$ cat config.mk
export PLATFORM = sky130hd
export DESIGN_NAME = lavm_front
export DESIGN_NICKNAME = d
export VERILOG_FILES = /design/src/hdl/lavm_pkg.sv /design/src/hdl/lavm_front.sv
export SDC_FILE = /design/constraint.sdc
export NUM_CORES = 1
export LEC_CHECK = 0
export BUFFER_PORTS_ARGS = -buffer_cell sky130_fd_sc_hd__buf_2
export CORE_ASPECT_RATIO = 1.5
export CORE_MARGIN = 5
export CORE_UTILIZATION = 25
export CTS_BUF_LIST = sky130_fd_sc_hd__clkbuf_16
export CTS_CLUSTER_SIZE = 20
export DETAILED_ROUTE_END_ITERATION = 8
export PLACE_DENSITY = 0.53
export SKIP_LAST_GASP = 1
export SLEW_MARGIN = 15
export SYNTH_ARGS = -nofsm -noshare
export SYNTH_HDL_FRONTEND = slang
export SYNTH_SLANG_ARGS = --single-unit
$ cat constraint.sdc
create_clock -name clk -period 25 [get_ports clk]
set_clock_uncertainty 0.15 [all_clocks]
set_input_delay 5 -clock clk [delete_from_list [all_inputs] [get_ports clk]]
set_output_delay 5 -clock clk [all_outputs]
set_load 0.01 [all_outputs]
$ cat src/hdl/lavm_pkg.sv
// Package for the look-at view matrix block: transaction types and shared constants.
// No dependencies.
package lavm_pkg;

    localparam int FRAC_BITS_DEF = 16;
    localparam int QUEUE_DEPTH = 2;

    typedef struct packed {
        logic signed [31:0] eye_x;
        logic signed [31:0] eye_y;
        logic signed [31:0] eye_z;
        logic signed [31:0] target_x;
        logic signed [31:0] target_y;
        logic signed [31:0] target_z;
        logic signed [31:0] up_hint_x;
        logic signed [31:0] up_hint_y;
        logic signed [31:0] up_hint_z;
    } in_item_t;

    typedef struct packed {
        logic [1:0]         row_index;
        logic signed [31:0] elem_0;
        logic signed [31:0] elem_1;
        logic signed [31:0] elem_2;
        logic signed [31:0] elem_3;
        logic               degenerate;
        logic               last_row;
    } out_item_t;

    // Work item handed from the front part to the back part.
    typedef struct packed {
        logic signed [31:0] eye_x;
        logic signed [31:0] eye_y;
        logic signed [31:0] eye_z;
        logic signed [32:0] dir_x;
        logic signed [32:0] dir_y;
        logic signed [32:0] dir_z;
        logic signed [31:0] up_x;
        logic signed [31:0] up_y;
        logic signed [31:0] up_z;
    } work_t;

endpackage

$ cat src/hdl/lavm_front.sv
// Front part: accepts input transactions, forms eye minus target and queues the work.
// Depends on lavm_pkg.
module lavm_front (
    input  logic               clk,
    input  logic               rst_n,
    input  logic               push,
    output logic               full,
    input  lavm_pkg::in_item_t in_item,
    output logic               wk_valid,
    input  logic               wk_take,
    output lavm_pkg::work_t    wk_item
);
    import lavm_pkg::*;

    work_t     q_mem [QUEUE_DEPTH];
    logic      wr_ptr_reg, rd_ptr_reg;
    logic [1:0] count_reg;
    work_t     w;
    logic      do_push, do_pop;

    always_comb
    begin
        w.eye_x = in_item.eye_x;
        w.eye_y = in_item.eye_y;
        w.eye_z = in_item.eye_z;
        w.dir_x = 33'(in_item.eye_x) - 33'(in_item.target_x);
        w.dir_y = 33'(in_item.eye_y) - 33'(in_item.target_y);
        w.dir_z = 33'(in_item.eye_z) - 33'(in_item.target_z);
        w.up_x  = in_item.up_hint_x;
        w.up_y  = in_item.up_hint_y;
        w.up_z  = in_item.up_hint_z;
    end

    assign full     = (count_reg == 2'(QUEUE_DEPTH));
    assign wk_valid = (count_reg != 2'd0);
    assign do_push  = push && !full;
    assign do_pop   = wk_take && wk_valid;
    assign wk_item  = q_mem[rd_ptr_reg];

    always_ff @(posedge clk)
    begin
        if (do_push)
        begin
            q_mem[wr_ptr_reg] <= w;
        end
    end

    always_ff @(posedge clk or negedge rst_n)
    begin
        if (!rst_n)
        begin
            wr_ptr_reg <= 1'b0;
            rd_ptr_reg <= 1'b0;
            count_reg  <= 2'd0;
        end
        else
        begin
            if (do_push)
            begin
                wr_ptr_reg <= !wr_ptr_reg;
            end
            if (do_pop)
            begin
                rd_ptr_reg <= !rd_ptr_reg;
            end
            count_reg <= count_reg + 2'(do_push) - 2'(do_pop);
        end
    end
endmodule

==> impl_metrics.csv, run 1 <==
group,metric,value,unit
timing,setup_slack,16.38,ns
synth,netlist_instances,1744,
route,num_vias,16700,
timing,slew_violations,0,
outcome,outcome,"finished clean",
synth,synth-edff-count,582,
global_routing,grt_first_pass_wirelength,110000,um
finish,area_growth_syn_to_layout,24.7,%
critical_path,critical_path.slowest_cell,"sky130_fd_sc_hd__dfrtp_4",
clock_tree,htree_num_levels,2,
finish,drive_gt1_share,41.5,%
critical_path,timing.critical_path.arrival,3.47,ns
clock_tree,clock_tree_root,"sky130_fd_sc_hd__clkbuf_16",
clock_tree,cts.repair_timing.setup_buffer_count,0,
critical_path,cp-end-kind,"output port",
timing,period_share,34.5,%
clock_tree,clock_latency_on_the_worst_skew_pair,0.64,ns
synth,post_synth_instance_area,26500,um^2
global_routing,grt_pass1_vias,17300,
synth,ys_top_cells_by_area,"sky130_fd_sc_hd__edfxtp_1 (66%), sky130_fd_sc_hd__mux2_2 (12%), sky130_fd_sc_hd__ha_1 (4.6%)",
global_routing,pin_count_of_the_biggest_net_entering_global_routing,124,
synth,async_reset_ff_share,0.683,%
clock_tree,cts_tree,"done",
clock_tree,cts_hold_buffers,0,
timing,setup-violations-final,0,
global_routing,grtUsageTotal,12.9,%
synth,distinct_cells_synth,70,
synth,synth.net_count,2137,
route,first_drt_iteration_drcs,821,
timing,timing_hold_violations_final,0,
synth,synth_area_leader_cell,"sky130_fd_sc_hd__edfxtp_1",
synth,synthDominantCellAreaShare,65.9,%
finish,filler_cell_count,10600,
hold_path,hold_startpoint,"count_reg[1]$_DFF_PN0_",
clock_tree,clock_sink_count,586,
route,drt-pass1-iter-count,5,
power_and_ir_drop,p_total,3.43,mW
finish,layout_commonest_cell,"sky130_fd_sc_hd__buf_2",
run,max_cap_viol_count,0,
clock_tree,ctsResizeCount,0,
finish,multi_input_comb_area,8250,um^2
synth,yosysSeqAreaShare,66.3,%
critical_path,crit_path_cell_trace,"buf_12, buf_4, mux2_2, buf_2",
finish,largest_register_ff_count,582,
timing,timing.final.crit_period,8.62,ns
finish,finalNetCount,2746,
critical_path,cp_data_required_time,19.85,ns
route,total_routed_wirelength,76800,um
route,drc,0,
power_and_ir_drop,irDropWorstVdd,0.0000839,V
synth,yosys_warnings,0,
critical_path,crit_path_max_incr_delay,0.82,ns
power_and_ir_drop,powerDensity,104,nW/um^2
timing,rsz0062_at_grt,"no",
clock_tree,cts.clk_slew.worst_paths,0.06,ns
power_and_ir_drop,static_leakage,12.8,nW
clock_tree,cts-buffers-inserted,60,
finish,layout.cells.most_common_list,"sky130_fd_sc_hd__buf_2 (584), sky130_fd_sc_hd__edfxtp_1 (582), sky130_fd_sc_hd__mux2_2 (292), sky130_fd_sc_hd__inv_1 (145), sky130_fd_sc_hd__ha_1 (98)",
place,io_buffers,584,
critical_path,worst_setup_path_startpoint,"rd_ptr_reg$_DFFE_PN0P_",
finish,layout.area.seq,17600,um^2
timing,finalSetupTns,0,ns
finish,finalNonFillerCells,3816,
die,core_area,105000,um^2
route,post_drt_wl_per_cell,20.1,um
die,die_x,276,um
die,pin_count,585,
timing,fmax,116,MHz
die,die-area,113000,um^2
route,postRouteAntennaNets,0,
global_routing,number_of_antenna_violations_at_the_first_check_in_global_routing,18,
timing,worst-slew-pin-transition,0.995,ns
place,globalplace.congestion,0.828,
timing,slew_headroom,33.7,%
critical_path,cpLargestDelayFamily,"buffers and inverters",
critical_path,timing.critical_path.from_type,"flip-flop",
die,die-height,409,um
synth,ff_latch_count_synth,586,
route,avgViaCountPerCell,4.37,
critical_path,critical_path_class,"reg2out",
place,post-place-ws,16.80,ns
synth,syn-mean-instance-area,15.2,um^2
place,placed_cells,3697,
place,dp_hpwl,57000,um
critical_path,worstReg2RegStart,"count_reg[1]$_DFF_PN0_",
hold_path,timing.hold.worst.class,"reg2reg",
synth,synth-main-ff-cell,"sky130_fd_sc_hd__edfxtp_1",
critical_path,cp_max_fo,123,
die,starting_utilization_of_the_core_area,25.2,%
die,placement_rows,146,
critical_path,number_of_buffers_and_inverters_on_the_critical_path,3,
clock_tree,max-clock-path-buffers,3,
global_routing,grt.overflow.total,0,
## cell usage after synthesis (6+ instances only)
master,count
sky130_fd_sc_hd__and3_1,6
sky130_fd_sc_hd__nand3_1,22
sky130_fd_sc_hd__o21a_1,14
sky130_fd_sc_hd__edfxtp_1,582
sky130_fd_sc_hd__ha_1,98
sky130_fd_sc_hd__xor2_1,30
sky130_fd_sc_hd__inv_1,134
sky130_fd_sc_hd__o21bai_1,13
sky130_fd_sc_hd__nor2b_1,13
sky130_fd_sc_hd__o21ai_0,42
sky130_fd_sc_hd__nor2_1,55
sky130_fd_sc_hd__mux2_2,292
sky130_fd_sc_hd__xnor2_1,49
sky130_fd_sc_hd__o31ai_1,7
sky130_fd_sc_hd__a211oi_1,8
sky130_fd_sc_hd__nand2_1,62
sky130_fd_sc_hd__a21oi_1,89
sky130_fd_sc_hd__nor3_1,17
sky130_fd_sc_hd__nand2b_1,13
sky130_fd_sc_hd__clkbuf_1,43
sky130_fd_sc_hd__a21o_1,33
sky130_fd_sc_hd__a31oi_1,7
sky130_fd_sc_hd__nand4_1,15
## per-layer routing
metal  track usage [%]  vias to the layer above  routed length (um)
met3              3.15                      124                5370
met4              4.26                       16                2260
met2              22.1                      545               37400
met5                 0                        -                 118
met1              15.8                     8171               31600
li1                  -                     7837                   -
## where the power goes
part,leakage [nW],internal [mW],total [mW],switching [mW]
clock,0.985,0.481,0.873,0.392
combinational,6.39,0.461,1.12,0.657
sequential,5.45,1.37,1.44,0.0689
total,12.8,2.31,3.43,1.12
## stage by stage
| step | area [um^2] | utilization (%) | hold slack (ns) |
|---|---|---|---|
| final | 33100 | 31.4 | 0.353 |
| after global routing | 33000 | 31.3 | 0.391 |
| after detailed placement | 31100 | 29.5 | 0.344 |
| after CTS | 33000 | 31.3 | 0.353 |
| after global placement | 31100 | 29.5 | 0.335 |
| after floorplan | 26500 | - | 0.310 |
## logic make-up after synthesis
family                     count (synthesis)  share of synthesized area, %
AOI/OAI and AO/OA                        274                          7.00
xor gates and xnor gates                  79                          2.61
adders and majority gates                101                          4.85
buffers and inverters                    183                          2.61
DFF                                      586                          66.3
muxes                                    293                          12.4
and+or+nand+nor                          228                          4.18
## cell type report
class / instances / area share [%]
flip-flops and latches: 586 / 53.2
multi-input cells: 975 / 25.0
repair buffers: 596 / 9.15
well taps: 1406 / 5.32
clock buffers: 60 / 4.54
inverters: 134 / 1.52
clock inverters: 51 / 1.25
diodes: 8 / 0.0606
## path summary, 6_finish.rpt
path | endpoint | slack, ns | cells after the start
max | wk_item[153] | 16.38 | 4
min | count_reg[1]$_DFF_PN0_ | 0.35 | 1
max reg2reg | q_mem[1][148]$_DFFE_PP_ | 21.40 | 4
min reg2reg | count_reg[1]$_DFF_PN0_ | 0.35 | 1
max in group asynchronous | rd_ptr_reg$_DFFE_PN0P_ | 20.55 | 1
min in group asynchronous | rd_ptr_reg$_DFFE_PN0P_ | 4.01 | 1
Power figures use the tool's default switching activity.
==> inputs of run 2 (changes only) <==
ABC_AREA = 1   (was not set)
PLACE_DENSITY = 0.54   (was 0.53)
clock period = 7.4 ns   (was 25 ns; I/O delays follow)
==> run 2 against run 1 <==
Effect of this change:
- final area up 7.9%
- die area up 8.9%
- utilization down 0.47 points
- global-route usage up 1.3 points
- count of clock-buffer cells in the layout unchanged
- sequential power rose to 3.4 times the previous value
- via count up 35%
- critical path type unchanged
==> impl_metrics.csv, run 2 <==
group,metric,value,unit
outcome,outcome,"finished clean",
finish,largest_register_ff_count,582,
synth,distinct_cells_synth,26,
global_routing,pin_count_of_the_biggest_net_entering_global_routing,162,
place,globalplace.congestion,0.946,
finish,filler_cell_count,12100,
route,total_routed_wirelength,91900,um
global_routing,number_of_antenna_violations_at_the_first_check_in_global_routing,17,
synth,synth_area_leader_cell,"sky130_fd_sc_hd__edfxtp_1",
finish,area_growth_syn_to_layout,23.2,%
place,io_buffers,584,
finish,drive_gt1_share,18.3,%
critical_path,cp_data_required_time,5.77,ns
global_routing,grtUsageMet1,16.9,%
synth,synth.net_count,3606,
synth,ys_top_cells_by_area,"sky130_fd_sc_hd__edfxtp_1 (60%), sky130_fd_sc_hd__nand2_1 (21%), sky130_fd_sc_hd__inv_1 (6.2%)",
synth,netlist_instances,3213,
die,die-height,427,um
place,dp_hpwl,69900,um
clock_tree,cts_hold_buffers,0,
timing,slew_violations,0,
power_and_ir_drop,seq_power_share,40.2,%
finish,finalNetCount,4202,
synth,synthDominantCellAreaShare,60.4,%
clock_tree,cts_tree,"done",
timing,setup_slack,2.54,ns
timing,rsz0062_at_grt,"no",
die,die_x,288,um
global_routing,groute.layer.met2.usage,24.8,%
route,avgViaCountPerCell,4.16,
synth,synth-main-ff-cell,"sky130_fd_sc_hd__edfxtp_1",
synth,async_reset_ff_share,0.683,%
die,core_area,115000,um^2
finish,layout_commonest_cell,"sky130_fd_sc_hd__nand2_1",
route,drt-pass1-iter-count,7,
route,drc,0,
critical_path,cp-end-kind,"output port",
finish,layout.cells.most_common_list,"sky130_fd_sc_hd__nand2_1 (1,623), sky130_fd_sc_hd__buf_2 (584), sky130_fd_sc_hd__edfxtp_1 (582), sky130_fd_sc_hd__inv_1 (490), sky130_fd_sc_hd__nor2_1 (125)",
finish,finalNonFillerCells,5419,
timing,fmax,206,MHz
place,placed_cells,5298,
timing,timing.final.crit_period,4.86,ns
power_and_ir_drop,powerDensity,341,nW/um^2
global_routing,grtUsageTotal,14.2,%
global_routing,grt_util_met3,3.87,%
synth,ff_latch_count_synth,586,
critical_path,crit_path_max_incr_delay,0.80,ns
power_and_ir_drop,irDropWorstVdd,0.000242,V
clock_tree,cts.clk_slew.worst_paths,0.06,ns
route,postRouteAntennaNets,0,
clock_tree,cts.repair_timing.setup_buffer_count,0,
synth,synth-edff-count,582,
global_routing,grt_pass1_vias,21900,
clock_tree,clock_tree_root,"sky130_fd_sc_hd__clkbuf_16",
clock_tree,clock_sink_count,586,
global_routing,globalRoute.busiestLayer,"met2",
power_and_ir_drop,power.combinational.fraction,35.6,%
critical_path,timing.critical_path.from_type,"flip-flop",
timing,setup-violations-final,0,
critical_path,crit_path_cell_trace,"inv_8, buf_4, nand2_1, nand2_1, buf_2",
critical_path,critical_path_class,"reg2out",
synth,synthTopCellsByCount,"sky130_fd_sc_hd__nand2_1 (1,623), sky130_fd_sc_hd__edfxtp_1 (582), sky130_fd_sc_hd__inv_1 (480), sky130_fd_sc_hd__nor2_1 (127), sky130_fd_sc_hd__ha_1 (98)",
power_and_ir_drop,power.net_switching,4.57,mW
route,num_vias,22600,
global_routing,grt.overflow.total,0,
critical_path,critical-path-top-cell-by-count,"sky130_fd_sc_hd__nand2_1",
power_and_ir_drop,power_switching_share,37.7,%
run,max_cap_viol_count,0,
synth,yosysSeqAreaShare,60.7,%
clock_tree,ctsResizeCount,0,
clock_tree,max-clock-path-buffers,3,
timing,period_share,65.7,%
route,post_drt_wl_per_cell,17.0,um
power_and_ir_drop,intPower,7.57,mW
synth,yosys_warnings,0,
critical_path,timing.critical_path.arrival,3.23,ns
clock_tree,htree_num_levels,2,
power_and_ir_drop,p_total,12.1,mW
synth,syn-mean-instance-area,9.01,um^2
global_routing,grt_first_pass_wirelength,134000,um
timing,slew_headroom,29.7,%
hold_path,timing.hold.worst.class,"reg2reg",
die,placement_rows,153,
timing,worst-slew-pin-transition,1.06,ns
route,first_drt_iteration_drcs,1276,
power_and_ir_drop,share_of_power_burned_in_the_clock_network,24.2,%
clock_tree,clock_latency_on_the_worst_skew_pair,0.62,ns
finish,finish.utilization,30.9,%
place,post-place-ws,3.14,ns
synth,post_synth_instance_area,29000,um^2
synth,most_frequent_cell_after_synthesis,"sky130_fd_sc_hd__nand2_1",
clock_tree,cts-buffers-inserted,59,
timing,timing_hold_violations_final,0,
critical_path,cp_max_fo,124,
critical_path,critical_path.slowest_cell,"sky130_fd_sc_hd__dfrtp_4",
power_and_ir_drop,static_leakage,17.6,nW
die,pin_count,585,
die,starting_utilization_of_the_core_area,25.1,%
die,die-area,123000,um^2
run 2: through the flow:
stage | area [um^2] | TNS, ns | hold WS, ns
after floorplan | 29000 | -1472.77 | 0.359
after global placement | 33700 | 0 | 0.394
after detailed placement | 33700 | 0 | 0.421
after CTS | 35600 | 0 | 0.420
after global routing | 35600 | 0 | 0.441
final | 35700 | 0 | 0.427
run 2: logic make-up (layout without fill, tap and decap cells):
| group | Yosys count | in the layout | share of synthesized area (%) |
|---|---|---|---|
| and+or+nand+nor | 1862 | 1862 | 24.8 |
| DFF | 586 | 586 | 60.7 |
| xor gates and xnor gates | 49 | 49 | 1.48 |
| buffers and inverters | 546 | 1193 | 7.26 |
| adders and majority gates | 101 | 101 | 4.44 |
| AOI/OAI and AO/OA | 69 | 69 | 1.26 |
| other | 0 | 9 | 0 |
run 2: final cells by class:
| cell class | instances | area, um^2 | area share, % |
|---|---|---|---|
| Sequential cell | 586 | 17600 | 49.3 |
| Multi-Input combinational cell | 2081 | 9290 | 26.0 |
| Timing Repair Buffer | 601 | 3130 | 8.76 |
| Tap cell | 1550 | 1940 | 5.44 |
| Inverter | 480 | 1810 | 5.07 |
| Clock buffer | 60 | 1500 | 4.21 |
| Clock inverter | 52 | 393 | 1.10 |
| Antenna cell | 9 | 22.5 | 0.0632 |
run 2: power by group through the flow:
stage	logic (mW)	registers (mW)	clock network, mW
after global placement	4.40	4.95	0
after CTS	4.42	4.89	3.05
after floorplan	2.45	5.04	0
after detailed placement	4.41	4.95	0
after global routing	4.78	4.94	3.17
final	4.32	4.88	2.94
run 2: routing by layer:
layer	wire length (um)	part of all wire (%)	up-vias
met5	102	0.11	-
li1	-	-	11300
met4	2930	3.2	16
met1	36800	40	10300
met2	44300	48	785
met3	7710	8.4	145
run 2: worst paths after layout:
| check | from | to | slack, ns | depth (start not counted) |
|---|---|---|---|---|
| max in group asynchronous | rst_n | rd_ptr_reg$_DFFE_PN0P_ | 6.46 | 1 |
| hold / removal | count_reg[0]$_DFF_PN0_ | count_reg[0]$_DFF_PN0_ | 0.43 | 1 |
| setup / recovery | rd_ptr_reg$_DFFE_PN0P_ | wk_item[272] | 2.54 | 5 |
| min in group asynchronous | rst_n | count_reg[1]$_DFF_PN0_ | 0.50 | 1 |
| hold reg to reg | count_reg[0]$_DFF_PN0_ | count_reg[0]$_DFF_PN0_ | 0.43 | 1 |
| setup reg to reg | count_reg[1]$_DFF_PN0_ | q_mem[1][159]$_DFFE_PP_ | 4.57 | 5 |
run 2: critical path, delay by kind of cell, from the launching register on:
kind | cells | cell delay [ns]
flip-flops | 1 | 0.80
buffers and inverters | 3 | 1.48
AND/OR/NAND/NOR | 2 | 0.22
==> inputs of run 3 (changes only) <==
clock period = 4.15 ns   (was 7.4 ns; I/O delays follow)
==> run 3 against run 2 <==
Effect of this change:
- routed wire length rose by 1.3%
- sequential power rose by 76%
- setup slack got worse by 2.0 ns
- total power rose by 79%
- count of clock-buffer cells in the layout did not move
- global-route usage rose by 0.26 points
- register-to-register slack got worse by 2.6 ns
- largest cell class unchanged
==> impl_metrics.csv, run 3 (same netlist as run 2, synthesis figures left out) <==
group,metric,value,unit
clock_tree,htree_num_levels,2,
power_and_ir_drop,static_leakage,17.6,nW
route,drt-pass1-iter-count,7,
clock_tree,clock_tree_root,"sky130_fd_sc_hd__clkbuf_16",
timing,worst-slew-pin-transition,0.735,ns
timing,period_share,87.4,%
critical_path,cp_data_required_time,3.17,ns
die,starting_utilization_of_the_core_area,25.1,%
clock_tree,clock_latency_on_the_worst_skew_pair,0.63,ns
global_routing,number_of_antenna_violations_at_the_first_check_in_global_routing,15,
finish,final_design_area_no_fill,35700,um^2
global_routing,pin_count_of_the_biggest_net_entering_global_routing,112,
global_routing,grtUsageTotal,14.5,%
finish,filler_cell_count,12200,
finish,finish.utilization,30.9,%
place,dp_hpwl,71300,um
finish,drive_gt1_share,18.5,%
timing,setup-violations-final,0,
critical_path,cp_max_fo,108,
place,cell_area_after_placement,33900,um^2
global_routing,grt_first_pass_wirelength,136000,um
finish,area_growth_syn_to_layout,23.3,%
route,avgViaCountPerCell,4.13,
critical_path,timing.critical_path.arrival,2.65,ns
critical_path,worst_setup_path_startpoint,"rd_ptr_reg$_DFFE_PN0P_",
die,die-height,427,um
timing,rsz0062_at_grt,"no",
route,drc,0,
power_and_ir_drop,irDropWorstVdd,0.000354,V
run,max_cap_viol_count,0,
die,core_area,115000,um^2
clock_tree,ctsResizeCount,0,
finish,largest_register_ff_count,582,
finish,multi_input_comb_area,9300,um^2
place,io_buffers,584,
die,die-area,123000,um^2
global_routing,grt.overflow.total,0,
timing,timing_hold_violations_final,0,
place,globalplace.congestion,0.909,
route,post_drt_wl_per_cell,17.2,um
timing,fmax,276,MHz
critical_path,timing.critical_path.from_type,"flip-flop",
hold_path,hold_startpoint,"in_item[95]",
clock_tree,cts-buffers-inserted,59,
clock_tree,max-clock-path-buffers,3,
finish,layout_commonest_cell,"sky130_fd_sc_hd__nand2_1",
route,postRouteAntennaNets,0,
clock_tree,cts.clk_slew.worst_paths,0.07,ns
finish,finalNetCount,4208,
route,total_routed_wirelength,93100,um
hold_path,timing.hold.worst.class,"in2reg",
route,num_vias,22400,
clock_tree,cts_tree,"done",
global_routing,grt_pass1_vias,22100,
critical_path,worstReg2RegStart,"count_reg[1]$_DFF_PN0_",
critical_path,critical_path_class,"reg2out",
critical_path,cp-end-kind,"output port",
clock_tree,cts.repair_timing.setup_buffer_count,0,
clock_tree,clock_sink_count,586,
timing,timing.final.crit_period,3.63,ns
timing,slew_headroom,51.0,%
outcome,outcome,"finished clean",
finish,layout.area.seq,17600,um^2
power_and_ir_drop,powerDensity,608,nW/um^2
route,first_drt_iteration_drcs,1188,
die,die_x,288,um
clock_tree,cts_hold_buffers,1,
die,pin_count,585,
finish,layout.cells.most_common_list,"sky130_fd_sc_hd__nand2_1 (1,623), sky130_fd_sc_hd__buf_2 (584), sky130_fd_sc_hd__edfxtp_1 (582), sky130_fd_sc_hd__inv_1 (489), sky130_fd_sc_hd__nor2_1 (125)",
timing,slew_violations,0,
die,placement_rows,153,
==> run 3: changes by cell type in the layout (fill, tap and decap cells not counted), sizes merged <==
cell / change
bufinv: -3
clkinvlp: +5
inv: -1
dlygate4sd3: +1
clkinv: -6
buf: +5
==> run 3: routing by layer <==
metal	vias to the layer above	part of all wire, %	track usage [%]
li1	11300	-	-
met1	10300	40	17.0
met2	714	49	25.6
met3	129	8.3	3.87
met4	8	3.3	4.74
met5	-	0.059	0
==> run 3: path summary, 6_finish.rpt <==
| path | depth (start not counted) | end | slack, ns |
|---|---|---|---|
| hold reg to reg | 1 | count_reg[0]$_DFF_PN0_ | 0.47 |
| max in group asynchronous | 2 | rd_ptr_reg$_DFFE_PN0P_ | 3.13 |
| min in group asynchronous | 2 | rd_ptr_reg$_DFFE_PN0P_ | 0.56 |
| setup / recovery | 4 | wk_item[31] | 0.52 |
| setup reg to reg | 4 | q_mem[1][31]$_DFFE_PP_ | 1.99 |
| hold / removal | 1 | q_mem[1][95]$_DFFE_PP_ | 0.22 |
==> run 3: final cells by class <==
class                   instances  area share, %
diodes                          9         0.0631
clock buffers                  60           4.20
clock inverters                47          0.904
inverters                     480           5.07
multi-input cells            2081           26.0
flip-flops and latches        586           49.2
well taps                    1550           5.43
repair buffers                607           9.06
==> run 3: critical path: stages (launching register included) <==
cell and delay [ns]:
sky130_fd_sc_hd__dfrtp_4 0.78, sky130_fd_sc_hd__buf_12 0.42, sky130_fd_sc_hd__nand2_1 0.25, sky130_fd_sc_hd__nand2_1 0.20, sky130_fd_sc_hd__buf_2 0.16
==> run 3: per-stage QoR <==
stage	cells	worst slack (ns)	setup TNS, ns	total power [mW]	hold WS, ns
final	5420	0.524	0	21.7	0.219
after global routing	5414	0.352	0	23.1	0.172
after CTS	5411	0.375	0	22.2	0.144
after detailed placement	5303	1.10	0	17.0	0.455
after global placement	5303	1.10	0	16.9	0.446
after floorplan	3213	-1.65	-954.73	13.2	0.384
==> run 3: where the power goes <==
group	total, mW	internal [mW]	switching [mW]
logic	8.02	2.38	5.64
clock network	5.10	2.75	2.35
registers	8.60	8.23	0.366
